## config.mk

```make
export PLATFORM = sky130hd
export DESIGN_NAME = miller_rabin_primality_test_unit
export DESIGN_NICKNAME = d
export VERILOG_FILES = /design/src/rtl/mrpt_pkg.sv /design/src/rtl/mrpt_mulmod.sv /design/src/rtl/miller_rabin_primality_test_unit.sv
export VERILOG_INCLUDE_DIRS = /design/src /design/src/rtl
export SDC_FILE = /design/constraint.sdc
export NUM_CORES = 1
export LEC_CHECK = 0
export ABC_AREA = 1
export BUFFER_PORTS_ARGS = -buffer_cell sky130_fd_sc_hd__buf_2
export CAP_MARGIN = 20
export CORE_MARGIN = 1.5
export CORE_UTILIZATION = 50
export CTS_CLUSTER_SIZE = 40
export DETAILED_ROUTE_END_ITERATION = 7
export PLACE_DENSITY = 0.66
export SYNTH_ARGS = -nofsm -noshare
export SYNTH_HDL_FRONTEND = slang
export SYNTH_SLANG_ARGS = --single-unit
```

## constraint.sdc

```tcl
create_clock -name clk -period 15.4 [get_ports clk]
set_input_delay 0 -clock clk [delete_from_list [all_inputs] [get_ports clk]]
set_output_delay 0 -clock clk [all_outputs]
set_load 0.005 [all_outputs]
```

## src/rtl/miller_rabin_primality_test_unit_assert.svh

```systemverilog
// ----------------------------------------------------------------------------
// Miller-Rabin unit assertion macros
// Concurrent assertion wrappers; empty when SYNTH is defined.
// ----------------------------------------------------------------------------
`ifndef MILLER_RABIN_PRIMALITY_TEST_UNIT_ASSERT_SVH
`define MILLER_RABIN_PRIMALITY_TEST_UNIT_ASSERT_SVH
`ifndef SYNTH
`define MR_ASSERT_IMPL(lbl, clk, rst_n, ante, cons) \
	lbl: assert property (@(posedge clk) disable iff (!rst_n) (ante) |-> (cons)) \
		else $error("assertion failed");
`define MR_ASSERT_NEXT(lbl, clk, rst_n, ante, cons) \
	lbl: assert property (@(posedge clk) disable iff (!rst_n) (ante) |=> (cons)) \
		else $error("assertion failed");
`else
`define MR_ASSERT_IMPL(lbl, clk, rst_n, ante, cons)
`define MR_ASSERT_NEXT(lbl, clk, rst_n, ante, cons)
`endif
`endif

```

## src/rtl/mrpt_pkg.sv

```systemverilog
// ----------------------------------------------------------------------------
// Miller-Rabin package
// Widths, base limits and controller states shared by the unit.
// ----------------------------------------------------------------------------
`default_nettype none
package mrpt_pkg;
	localparam int unsigned Width = 31;
	localparam int unsigned CntW = $clog2(Width + 1);
	localparam logic [Width-1:0] LimitOne = Width'(2047);
	localparam logic [Width-1:0] LimitTwo = Width'(1373653);
	localparam logic [Width-1:0] LimitThree = Width'(25326001);

	typedef logic [Width-1:0] word_t;

	typedef enum logic [3:0] {
		ST_IDLE,
		ST_SPLIT,
		ST_BASE,
		ST_DIVCHK,
		ST_EXP_BIT,
		ST_EXP_MUL,
		ST_EXP_SQR,
		ST_CHECK,
		ST_SQR,
		ST_SQR_CHK,
		ST_DONE
	} state_t;

	// Witness base by index
	function automatic word_t witness(input logic [1:0] idx);
		word_t w;
		case (idx)
			2'd0: w = word_t'(2);
			2'd1: w = word_t'(3);
			2'd2: w = word_t'(5);
			default: w = word_t'(7);
		endcase
		return w;
	endfunction
endpackage
`default_nettype wire

```

## src/rtl/mrpt_mulmod.sv

```systemverilog
// ----------------------------------------------------------------------------
// Bit-serial modular multiplier
// Computes a*b mod n one bit of b per cycle (MSB first, double and add).
// ----------------------------------------------------------------------------
`default_nettype none
`include "miller_rabin_primality_test_unit_assert.svh"
module mrpt_mulmod (
	input  wire logic            clk,
	input  wire logic            arst_n,
	input  wire logic            start,
	input  wire mrpt_pkg::word_t a,
	input  wire mrpt_pkg::word_t b,
	input  wire mrpt_pkg::word_t n,
	output logic                 busy,
	output logic                 done,
	output mrpt_pkg::word_t      prod
);
	localparam int unsigned W = mrpt_pkg::Width;

	logic [W-1:0] acc_q, a_q, b_q, n_q;
	logic [mrpt_pkg::CntW-1:0] cnt_q;
	logic busy_q, done_q;
	logic [W:0] dbl, dbl_r, add, add_r;

	// Double, reduce, conditionally add, reduce (values stay below n)
	always_comb begin
		dbl = {acc_q, 1'b0};
		dbl_r = (dbl >= {1'b0, n_q}) ? dbl - {1'b0, n_q} : dbl;
		add = dbl_r + (b_q[W-1] ? {1'b0, a_q} : '0);
		add_r = (add >= {1'b0, n_q}) ? add - {1'b0, n_q} : add;
	end

	always_ff @(posedge clk or negedge arst_n) begin
		if (!arst_n) begin
			busy_q <= 1'b0;
			done_q <= 1'b0;
			cnt_q <= '0;
		end else begin
			done_q <= 1'b0;
			if (start && !busy_q) begin
				busy_q <= 1'b1;
				cnt_q <= mrpt_pkg::CntW'(W);
			end else if (busy_q) begin
				cnt_q <= cnt_q - 1'b1;
				if (cnt_q == mrpt_pkg::CntW'(1)) begin
					busy_q <= 1'b0;
					done_q <= 1'b1;
				end
			end
		end
	end

	always_ff @(posedge clk) begin
		if (start && !busy_q) begin
			acc_q <= '0;
			a_q <= a;
			b_q <= b;
			n_q <= n;
		end else if (busy_q) begin
			acc_q <= add_r[W-1:0];
			b_q <= {b_q[W-2:0], 1'b0};
		end
	end

	assign busy = busy_q;
	assign done = done_q;
	assign prod = acc_q;

	`MR_ASSERT_NEXT(a_done_after_busy, clk, arst_n, done_q, !busy_q)
	`MR_ASSERT_IMPL(a_cnt_busy, clk, arst_n, busy_q, cnt_q != '0)
	`MR_ASSERT_NEXT(a_start_busy, clk, arst_n, start && !busy_q, busy_q)
endmodule
`default_nettype wire

```

## src/rtl/miller_rabin_primality_test_unit.sv

```systemverilog
// ----------------------------------------------------------------------------
// Miller-Rabin primality test unit
// Deterministic test of a 31-bit candidate with bases 2, 3, 5, 7.
// ----------------------------------------------------------------------------
// Channel | Ports                                   | Dir
// in      | candidate_valid, candidate_ready, candidate | in
// out     | is_prime_valid, is_prime_ready, is_prime    | out
//
// One candidate at a time. Each modular multiply runs a start, one serial
// step per bit of b, then done. Per base: a setup state, a serial remainder
// check of n by the base, then per exponent bit one decision state plus up
// to two multiplies; each later squaring is one multiply and a check state.
// d and s share at most 31 bits; trivial cases finish from the split state.
// Reset clears all control; the result beat waits in its register.
// ----------------------------------------------------------------------------
`default_nettype none
`include "miller_rabin_primality_test_unit_assert.svh"
module miller_rabin_primality_test_unit (
	input  wire logic                 clk,
	input  wire logic                 arst_n,
	input  wire logic                 candidate_valid,
	output logic                      candidate_ready,
	input  wire logic [30:0]          candidate,
	output logic                      is_prime_valid,
	input  wire logic                 is_prime_ready,
	output logic                      is_prime
);
	localparam int unsigned W = mrpt_pkg::Width;

	mrpt_pkg::state_t state_q, state_d;
	mrpt_pkg::word_t n_q, d_q, exp_q, res_q, sq_q, rem_q, div_q;
	logic [mrpt_pkg::CntW-1:0] s_q, sql_q, bitc_q;
	logic [1:0] base_q, count_q;
	logic out_valid_q, out_bit_q, verd_q;

	logic mm_start, mm_busy, mm_done;
	mrpt_pkg::word_t mm_a, mm_b, mm_prod;

	mrpt_mulmod u_mulmod (
		.clk(clk), .arst_n(arst_n), .start(mm_start), .a(mm_a), .b(mm_b),
		.n(n_q), .busy(mm_busy), .done(mm_done), .prod(mm_prod)
	);

	logic is_one, is_nm1;
	logic [W:0] rem_sh;
	assign is_one = (res_q == mrpt_pkg::word_t'(1));
	assign is_nm1 = (res_q == n_q - 1'b1);
	// Serial remainder step: shift in next bit of n, then subtract base if it fits
	assign rem_sh = {rem_q, div_q[W-1]};

	// Next state
	always_comb begin
		state_d = state_q;
		case (state_q)
			mrpt_pkg::ST_IDLE: if (candidate_valid && candidate_ready) state_d = mrpt_pkg::ST_SPLIT;
			mrpt_pkg::ST_SPLIT: begin
				if (n_q < mrpt_pkg::word_t'(4) || !n_q[0]) state_d = mrpt_pkg::ST_DONE;
				else if (d_q[0]) state_d = mrpt_pkg::ST_BASE;
			end
			mrpt_pkg::ST_BASE: state_d = mrpt_pkg::ST_DIVCHK;
			mrpt_pkg::ST_DIVCHK: begin
				if (bitc_q == '0) begin
					if (rem_q == '0) state_d = mrpt_pkg::ST_DONE;
					else state_d = mrpt_pkg::ST_EXP_BIT;
				end
			end
			mrpt_pkg::ST_EXP_BIT: begin
				if (exp_q == '0) state_d = mrpt_pkg::ST_CHECK;
				else if (exp_q[0]) state_d = mrpt_pkg::ST_EXP_MUL;
				else state_d = mrpt_pkg::ST_EXP_SQR;
			end
			mrpt_pkg::ST_EXP_MUL: if (mm_done) state_d = mrpt_pkg::ST_EXP_SQR;
			mrpt_pkg::ST_EXP_SQR: if (mm_done) state_d = mrpt_pkg::ST_EXP_BIT;
			mrpt_pkg::ST_CHECK: begin
				if (is_one || is_nm1) state_d = (base_q == count_q) ? mrpt_pkg::ST_DONE
					: mrpt_pkg::ST_BASE;
				else if (sql_q == '0) state_d = mrpt_pkg::ST_DONE;
				else state_d = mrpt_pkg::ST_SQR;
			end
			mrpt_pkg::ST_SQR: if (mm_done) state_d = mrpt_pkg::ST_SQR_CHK;
			mrpt_pkg::ST_SQR_CHK: begin
				// sql_q still holds the count before this squaring
				if (is_one) state_d = mrpt_pkg::ST_DONE;
				else if (is_nm1) state_d = (base_q == count_q) ? mrpt_pkg::ST_DONE
					: mrpt_pkg::ST_BASE;
				else if (sql_q == mrpt_pkg::CntW'(1)) state_d = mrpt_pkg::ST_DONE;
				else state_d = mrpt_pkg::ST_SQR;
			end
			mrpt_pkg::ST_DONE: if (!out_valid_q || is_prime_ready) state_d = mrpt_pkg::ST_IDLE;
			default: state_d = mrpt_pkg::ST_IDLE;
		endcase
	end

	// Outputs
	always_comb begin
		mm_start = 1'b0;
		mm_a = res_q;
		mm_b = sq_q;
		case (state_q)
			mrpt_pkg::ST_EXP_MUL: begin
				mm_start = !mm_busy && !mm_done;
			end
			mrpt_pkg::ST_EXP_SQR: begin
				mm_start = !mm_busy && !mm_done;
				mm_a = sq_q;
			end
			mrpt_pkg::ST_SQR: begin
				mm_start = !mm_busy && !mm_done;
				mm_b = res_q;
			end
			default: mm_start = 1'b0;
		endcase
	end

	assign candidate_ready = (state_q == mrpt_pkg::ST_IDLE);

	always_ff @(posedge clk or negedge arst_n) begin
		if (!arst_n) begin
			state_q <= mrpt_pkg::ST_IDLE;
			out_valid_q <= 1'b0;
		end else begin
			state_q <= state_d;
			if (state_q == mrpt_pkg::ST_DONE && state_d == mrpt_pkg::ST_IDLE)
				out_valid_q <= 1'b1;
			else if (is_prime_valid && is_prime_ready)
				out_valid_q <= 1'b0;
		end
	end

	// Datapath
	always_ff @(posedge clk) begin
		case (state_q)
			mrpt_pkg::ST_IDLE: begin
				n_q <= candidate;
				d_q <= candidate - 1'b1;
				s_q <= '0;
				base_q <= '0;
				verd_q <= (candidate == 31'd2) || (candidate == 31'd3);
			end
			mrpt_pkg::ST_SPLIT: begin
				if (!d_q[0]) begin
					d_q <= d_q >> 1;
					s_q <= s_q + 1'b1;
				end
				if (n_q < mrpt_pkg::LimitOne) count_q <= 2'd0;
				else if (n_q < mrpt_pkg::LimitTwo) count_q <= 2'd1;
				else if (n_q < mrpt_pkg::LimitThree) count_q <= 2'd2;
				else count_q <= 2'd3;
			end
			mrpt_pkg::ST_BASE: begin
				rem_q <= '0;
				div_q <= n_q;
				bitc_q <= mrpt_pkg::CntW'(W);
				sq_q <= mrpt_pkg::witness(base_q);
				res_q <= mrpt_pkg::word_t'(1);
				exp_q <= d_q;
				sql_q <= s_q - 1'b1;
				verd_q <= 1'b0;
			end
			mrpt_pkg::ST_DIVCHK: begin
				if (bitc_q != '0) begin
					rem_q <= (rem_sh >= {1'b0, sq_q}) ? W'(rem_sh - {1'b0, sq_q})
						: rem_sh[W-1:0];
					div_q <= {div_q[W-2:0], 1'b0};
					bitc_q <= bitc_q - 1'b1;
				end
			end
			mrpt_pkg::ST_EXP_MUL: if (mm_done) res_q <= mm_prod;
			mrpt_pkg::ST_EXP_SQR: if (mm_done) begin
				sq_q <= mm_prod;
				exp_q <= exp_q >> 1;
			end
			mrpt_pkg::ST_CHECK: begin
				if (is_one || is_nm1) begin
					base_q <= base_q + 1'b1;
					verd_q <= (base_q == count_q);
				end
			end
			mrpt_pkg::ST_SQR: if (mm_done) res_q <= mm_prod;
			mrpt_pkg::ST_SQR_CHK: begin
				sql_q <= sql_q - 1'b1;
				if (!is_one && is_nm1) begin
					base_q <= base_q + 1'b1;
					verd_q <= (base_q == count_q);
				end
			end
			// Result register loads only as the beat is launched
			mrpt_pkg::ST_DONE: if (state_d == mrpt_pkg::ST_IDLE) out_bit_q <= verd_q;
			default: begin end
		endcase
	end

	assign is_prime_valid = out_valid_q;
	assign is_prime = out_bit_q;

	`MR_ASSERT_IMPL(a_ready_idle, clk, arst_n, candidate_ready, state_q == mrpt_pkg::ST_IDLE)
	`MR_ASSERT_NEXT(a_accept_leaves_idle, clk, arst_n,
		candidate_valid && candidate_ready, state_q == mrpt_pkg::ST_SPLIT)
	`MR_ASSERT_IMPL(a_mul_only_in_mul, clk, arst_n, mm_start,
		state_q == mrpt_pkg::ST_EXP_MUL || state_q == mrpt_pkg::ST_EXP_SQR ||
		state_q == mrpt_pkg::ST_SQR)
endmodule
`default_nettype wire

```

# Word level (Yosys, flattened, before mapping)
# Cells that the tools add are included.
# Widths: inputs -> output; s select.
dict set report word_totals {
  register_bits 374
}
dict set report classes {
  reduce_logical 42
  add_sub_neg 12
  eq_ne 25
  magnitude_cmp 7
  mux 62
}
# cell n
set ops {}
lappend ops {{$mux 31} 12}
lappend ops {{$pmux 31 s2} 6}
lappend ops {{$ge 32x31->1} 3}
lappend ops {{$eq 31x2->1 const B} 2}
lappend ops {{$logic_not 31->1} 2}
lappend ops {{$sub 31x1->31 const B} 2}
lappend ops {{$sub 31x31->31} 2}
lappend ops {{$mux 4} 13}
lappend ops {{$pmux 4 s11} 1}
lappend ops {{$add 32x31->32} 1}
lappend ops {{$mux 32} 1}
lappend ops {{$sub 32x31->32} 1}
lappend ops {{$eq 31x1->1 const B} 1}
lappend ops {{$eq 31x31->1} 1}
lappend ops {{$lt 31x11->1 const B} 1}
lappend ops {{$lt 31x21->1 const B} 1}
lappend ops {{$lt 31x25->1 const B} 1}
lappend ops {{$lt 31x3->1 const B} 1}
lappend ops {{$pmux 5 s2} 3}
lappend ops {{$mux 5} 4}
lappend ops {{$sub 5x1->5 const B} 4}
lappend ops {{$eq 4x3->1 const B} 4}
lappend ops {{$reduce_bool 2->1} 7}
lappend ops {{$mux 1} 13}
lappend ops {{other kinds (28)} 61}

# Depth between registers and ports, before layout
dict set report depth {
  word_depth 8
  ltp_mapped 46
  depth_no_buf 43
}

# Modules after synthesis
# From an unflattened synthesis, not the netlist that was laid out.
dict set report hier_totals {
  cells_unflattened 3443
  area_unflattened_um2 26222.6
}
# module instances cells_per_inst seq_area_each_um2 area_each_um2
set by_module_without_submodules {}
lappend by_module_without_submodules {miller_rabin_primality_test_unit 1 1746 7272.0 14795.4}
lappend by_module_without_submodules {mrpt_mulmod 1 1697 3588.4 11427.2}

# Worst setup path before layout
# No wires, ideal clock.
dict set report synth_path {
  path_kind {flip-flop to flip-flop}
  start {register state_q[3]}
  end {register exp_q[0] (enable)}
  slack_ps 9399
  setup_time_ps 568
  arrival_time_ps 5433
  path_buffers 1
  stages_incl_launch_ff 7
  required_ps 14832
  cell_sequence {dfrtp_1 nor2_1 inv_1 nor2_1 clkinv_1 clkbuf_1 o21ai_0}
}
dict set report synth_between {
  elab_chain_len 3
}
# item line
set synth_rtl {}
lappend synth_rtl {{start: declaration} miller_rabin_primality_test_unit.sv:30} ;# mrpt_pkg::state_t state_q, state_d;
lappend synth_rtl {{start signal: assignment} miller_rabin_primality_test_unit.sv:119} ;# state_q <= mrpt_pkg::ST_IDLE;
lappend synth_rtl {{start signal: assignment} miller_rabin_primality_test_unit.sv:122} ;# state_q <= state_d;
lappend synth_rtl {{$eq 4x3->1 / $eq 4x2->1 (equally long branches)} miller_rabin_primality_test_unit.sv:132} ;# case (state_q)
lappend synth_rtl {{$ne 2x1->1 (no source line) / $reduce_bool 2->1 (equally long branches)} --}
lappend synth_rtl {{$reduce_and 2->1 (no source line) *} --}
lappend synth_rtl {{end signal: assignment} miller_rabin_primality_test_unit.sv:156} ;# exp_q <= d_q;
lappend synth_rtl {{end signal: assignment} miller_rabin_primality_test_unit.sv:171} ;# exp_q <= exp_q >> 1;
lappend synth_rtl {{end: declaration} miller_rabin_primality_test_unit.sv:31} ;# mrpt_pkg::word_t n_q, d_q, exp_q, res_q, sq_q, rem_q, div_q;
# Every way passes the cells marked *; elsewhere a longest branch is shown, timed or not.
# A chain may end at the register's enable or synchronous reset.

# Worst setup path in the final report
dict set report layout_path {
  start {register u_mulmod.n_q[21]}
  end {register u_mulmod.acc_q[23], in the netlist u_mulmod.prod[23]}
}
dict set report layout_between {
  elab_chain_len 5
}
# item line
set layout_rtl {}
lappend layout_rtl {{start: declaration} mrpt_mulmod.sv:20} ;# logic [W-1:0] acc_q, a_q, b_q, n_q;
lappend layout_rtl {{start signal: assignment} mrpt_mulmod.sv:58} ;# n_q <= n;
lappend layout_rtl {{$sub 32x31->32 / $ge 32x31->1 (equally long branches)} mrpt_mulmod.sv:28} ;# dbl_r = (dbl >= {1'b0, n_q}) ? dbl - {1'b0, n_q} : dbl;
lappend layout_rtl {{$mux 32} mrpt_mulmod.sv:28}
lappend layout_rtl {{$add 32x31->32} mrpt_mulmod.sv:29} ;# add = dbl_r + (b_q[W-1] ? {1'b0, a_q} : '0);
lappend layout_rtl {{$sub 31x31->31 / $ge 32x31->1 (equally long branches)} mrpt_mulmod.sv:30} ;# add_r = (add >= {1'b0, n_q}) ? add - {1'b0, n_q} : add;
lappend layout_rtl {{$mux 31 *} mrpt_mulmod.sv:30}
lappend layout_rtl {{end signal: assignment} mrpt_mulmod.sv:60} ;# acc_q <= add_r[W-1:0];
lappend layout_rtl {{end: declaration} mrpt_mulmod.sv:20}
# Marked as above.

==> metrics.csv <==
metric,value,unit
result of the run,completed,
global-route usage over all layers,0.319,
setup repair after global routing missed its margin,no,
clk sinks,374,
clock tree from TritonCTS,done,
Placement Rows,82,
final clock skew,22.3,ps
Pre-antenna DRT Iters,7,
clk_lat worst skew,590,ps
highest-delay cell along the critical path,sky130_fd_sc_hd__o21ai_0,
count of warnings emitted by yosys,0,
Worst-Margin Slew,1000,ps
starting density of the core,0.507,
number of top-level pins,38,
register bit total from synthesis,374,
part of the cycle the worst path needs,0.506,
Final #Nets,3472,
share of the yosys chip area belonging to registers,0.426,
Root Driver,sky130_fd_sc_hd__clkbuf_16,
"most common cell after layout, fill and taps aside",sky130_fd_sc_hd__nand2_1,
GR met1 Demand/Resource,0.417,
most crowded layer after global routing,met2,
H-tree levels,2,
average via count per standard cell,5.66,
"Data arrival, critical path",8310,ps
DRT Wirelength,84200,µm
vias in the first global route,21681,
met3 Track Usage GR,0.0499,
GRT overflow,0,
global-route wire length before repair,127000,µm
antenna violations before repair,0,
"Core Util, Final",0.560,
worst min-delay path category,in2reg,
most repeated library cell on the critical path,sky130_fd_sc_hd__nand2_1,
clock transition time at the flip-flop clock pins of the worst setup and hold paths,60,ps
final antenna diode count,0,
delay of the slowest critical-path stage,670,ps
number of buffers added on ports,37,
growth of design area from synthesis to finish,10.4,%
DRC violation count after routing,0,
layout cell share with drive strength beyond 1,0.0535,
Cells after Synth,3234,
detailed placer's ending HPWL,65900,µm
Post-Synthesis Net Count,3412,
crit start category,flip-flop,
buffer count from post-CTS setup fixing,0,
highest clock rate,128,MHz
number of buffers on the longest clock path,3,
max-cap violation count,0,
post-detailed-route count of antenna-violating nets,0,
required time of the critical path,15920,ps
maximum number of pins on one net before global-route repair,88,
iteration-0 DRC count of the detailed router,1963,
final hold vios,0,
Max Slew Vio Count,0,
vias after detailed routing,22644,
peak fanout along the critical path,52,
vertical die dimension,229,µm
number of flops mapped to enable cells by yosys,331,
"Gates resized, CTS repair",0,
mean routed wirelength per cell,21.1,µm
number of buffer and inverter instances along the worst setup path,7,
number of library cell types mapped by synthesis,60,
die extent in x,229,µm
post-route minimum period,7790,ps
final weighted congestion of routability-driven global placement,0.988,
crit path capture type,flip-flop,
post-route setup TNS,0,ps
met2 Track Usage GR,0.524,
post-synth design cell area,25500,µm²
area of the die,52300,µm²
Inserted Clock Buffers,43,
Setup Viol. Count Final,0,
share of flip-flops with an asynchronous set or reset after synthesis,0.0321,
most used cells in the layout excluding fill and tap cells,"sky130_fd_sc_hd__nand2_1, sky130_fd_sc_hd__inv_1, sky130_fd_sc_hd__nor2_1",
cell class contributing the biggest share of worst-path delay,compound AO/OA/AOI/OAI gates,
syn_area_per_cell,7.88,µm²
"Worst Path Class, Setup",reg2reg,
remaining max-slew budget at the tightest pin,0.323,
standard cell core area,50300,µm²
leading register cell type out of synthesis,sky130_fd_sc_hd__edfxtp_1,
[layout make-up]
cell class	instances	area (µm²)
Tap cell	672	841
Clock buffer	52	1110
Inverter	419	1580
Sequential cell	374	10900
Timing Repair Buffer	94	701
Multi-Input combinational cell	2362	12800
Fill cell	4717	22100
Clock inverter	25	297
[per-stage QoR]
stage / instances / instance area (µm²) / setup WS [ps] / hold slack, ps
floorplan: 3234 / 25500 / 9400 / -296
global placement: 3886 / 26400 / 7640 / -107
detailed placement: 3886 / 26400 / 7790 / -102
CTS: 3998 / 28100 / 7730 / 136
global route: 3998 / 28100 / 6940 / 162
finish: 3998 / 28100 / 7610 / 165
[logic make-up (layout without fill, tap and decap cells)]
group | count (synthesis) | in the layout | synth area share
DFF | 374 | 374 | 0.426
buffers and inverters | 498 | 590 | 0.0755
AOI/OAI and AO/OA | 569 | 569 | 0.127
adders and majority gates | 143 | 143 | 0.0714
xor gates and xnor gates | 156 | 156 | 0.0553
and+or+nand+nor | 1494 | 1494 | 0.245
[per-layer routing]
metal | wire (µm) | up-vias
met5 | 0 | -
met4 | 3820 | 0
met3 | 5700 | 165
met2 | 38900 | 808
met1 | 35700 | 10716
li1 | - | 10955
[cells in the mapped netlist, drive strengths merged, types with 20 or more instances]
master    n  area share
ha      139       0.068
inv     417       0.061
xor2     99       0.034
o21bai   20      0.0059
edfxtp  331        0.39
a31oi    59       0.014
nor3     23      0.0049
clkbuf   52      0.0077
a21o     26      0.0077
nand3   161       0.032
buf      27      0.0061
o21ai   239       0.048
nand4    40      0.0098
nand3b   22      0.0065
nand2   830        0.12
nor2    375       0.057
dfxtp    31       0.024
a21oi   173       0.035
xnor2    54       0.019
nor4     29      0.0076
[state kept, by name, indices dropped and copies added, names as in the netlist, 31 cells and up]
signal         count
u_mulmod.a_q      31
u_mulmod.n_q      31
d_q               31
exp_q             31
div_q             31
u_mulmod.b_q      31
rem_q             31
res_q             31
sq_q              31
u_mulmod.prod     31
n_q               31
[final timing paths]
path / slack, ps / end / cells after the start / start
worst min-delay path: 170 / n_q[29]$_DFFE_PP_ / 2 / candidate[29]
worst max register to register: 7610 / u_mulmod.prod[23]$_SDFFE_PP0P_ / 37 / u_mulmod.n_q[21]$_DFFE_PP_
worst min register to register: 480 / u_mulmod.prod[12]$_SDFFE_PP0P_ / 2 / u_mulmod.prod[12]$_SDFFE_PP0P_
max in group asynchronous: 14550 / state_q[2]$_DFF_PN0_ / 3 / arst_n
worst max-delay path: 7610 / u_mulmod.prod[23]$_SDFFE_PP0P_ / 37 / u_mulmod.n_q[21]$_DFFE_PP_
min in group asynchronous: 480 / u_mulmod.cnt_q[2]$_DFFE_PN0P_ / 3 / arst_n
[repair_timing]
item                       CTS  global route
hold endpoints to repair    75             0
hold buffers                35             0
setup endpoints to repair    0             0
Power is left out: the tool's default activity adds up to more than one toggle a clock period on the data nets, which glitch-free logic cannot reach.
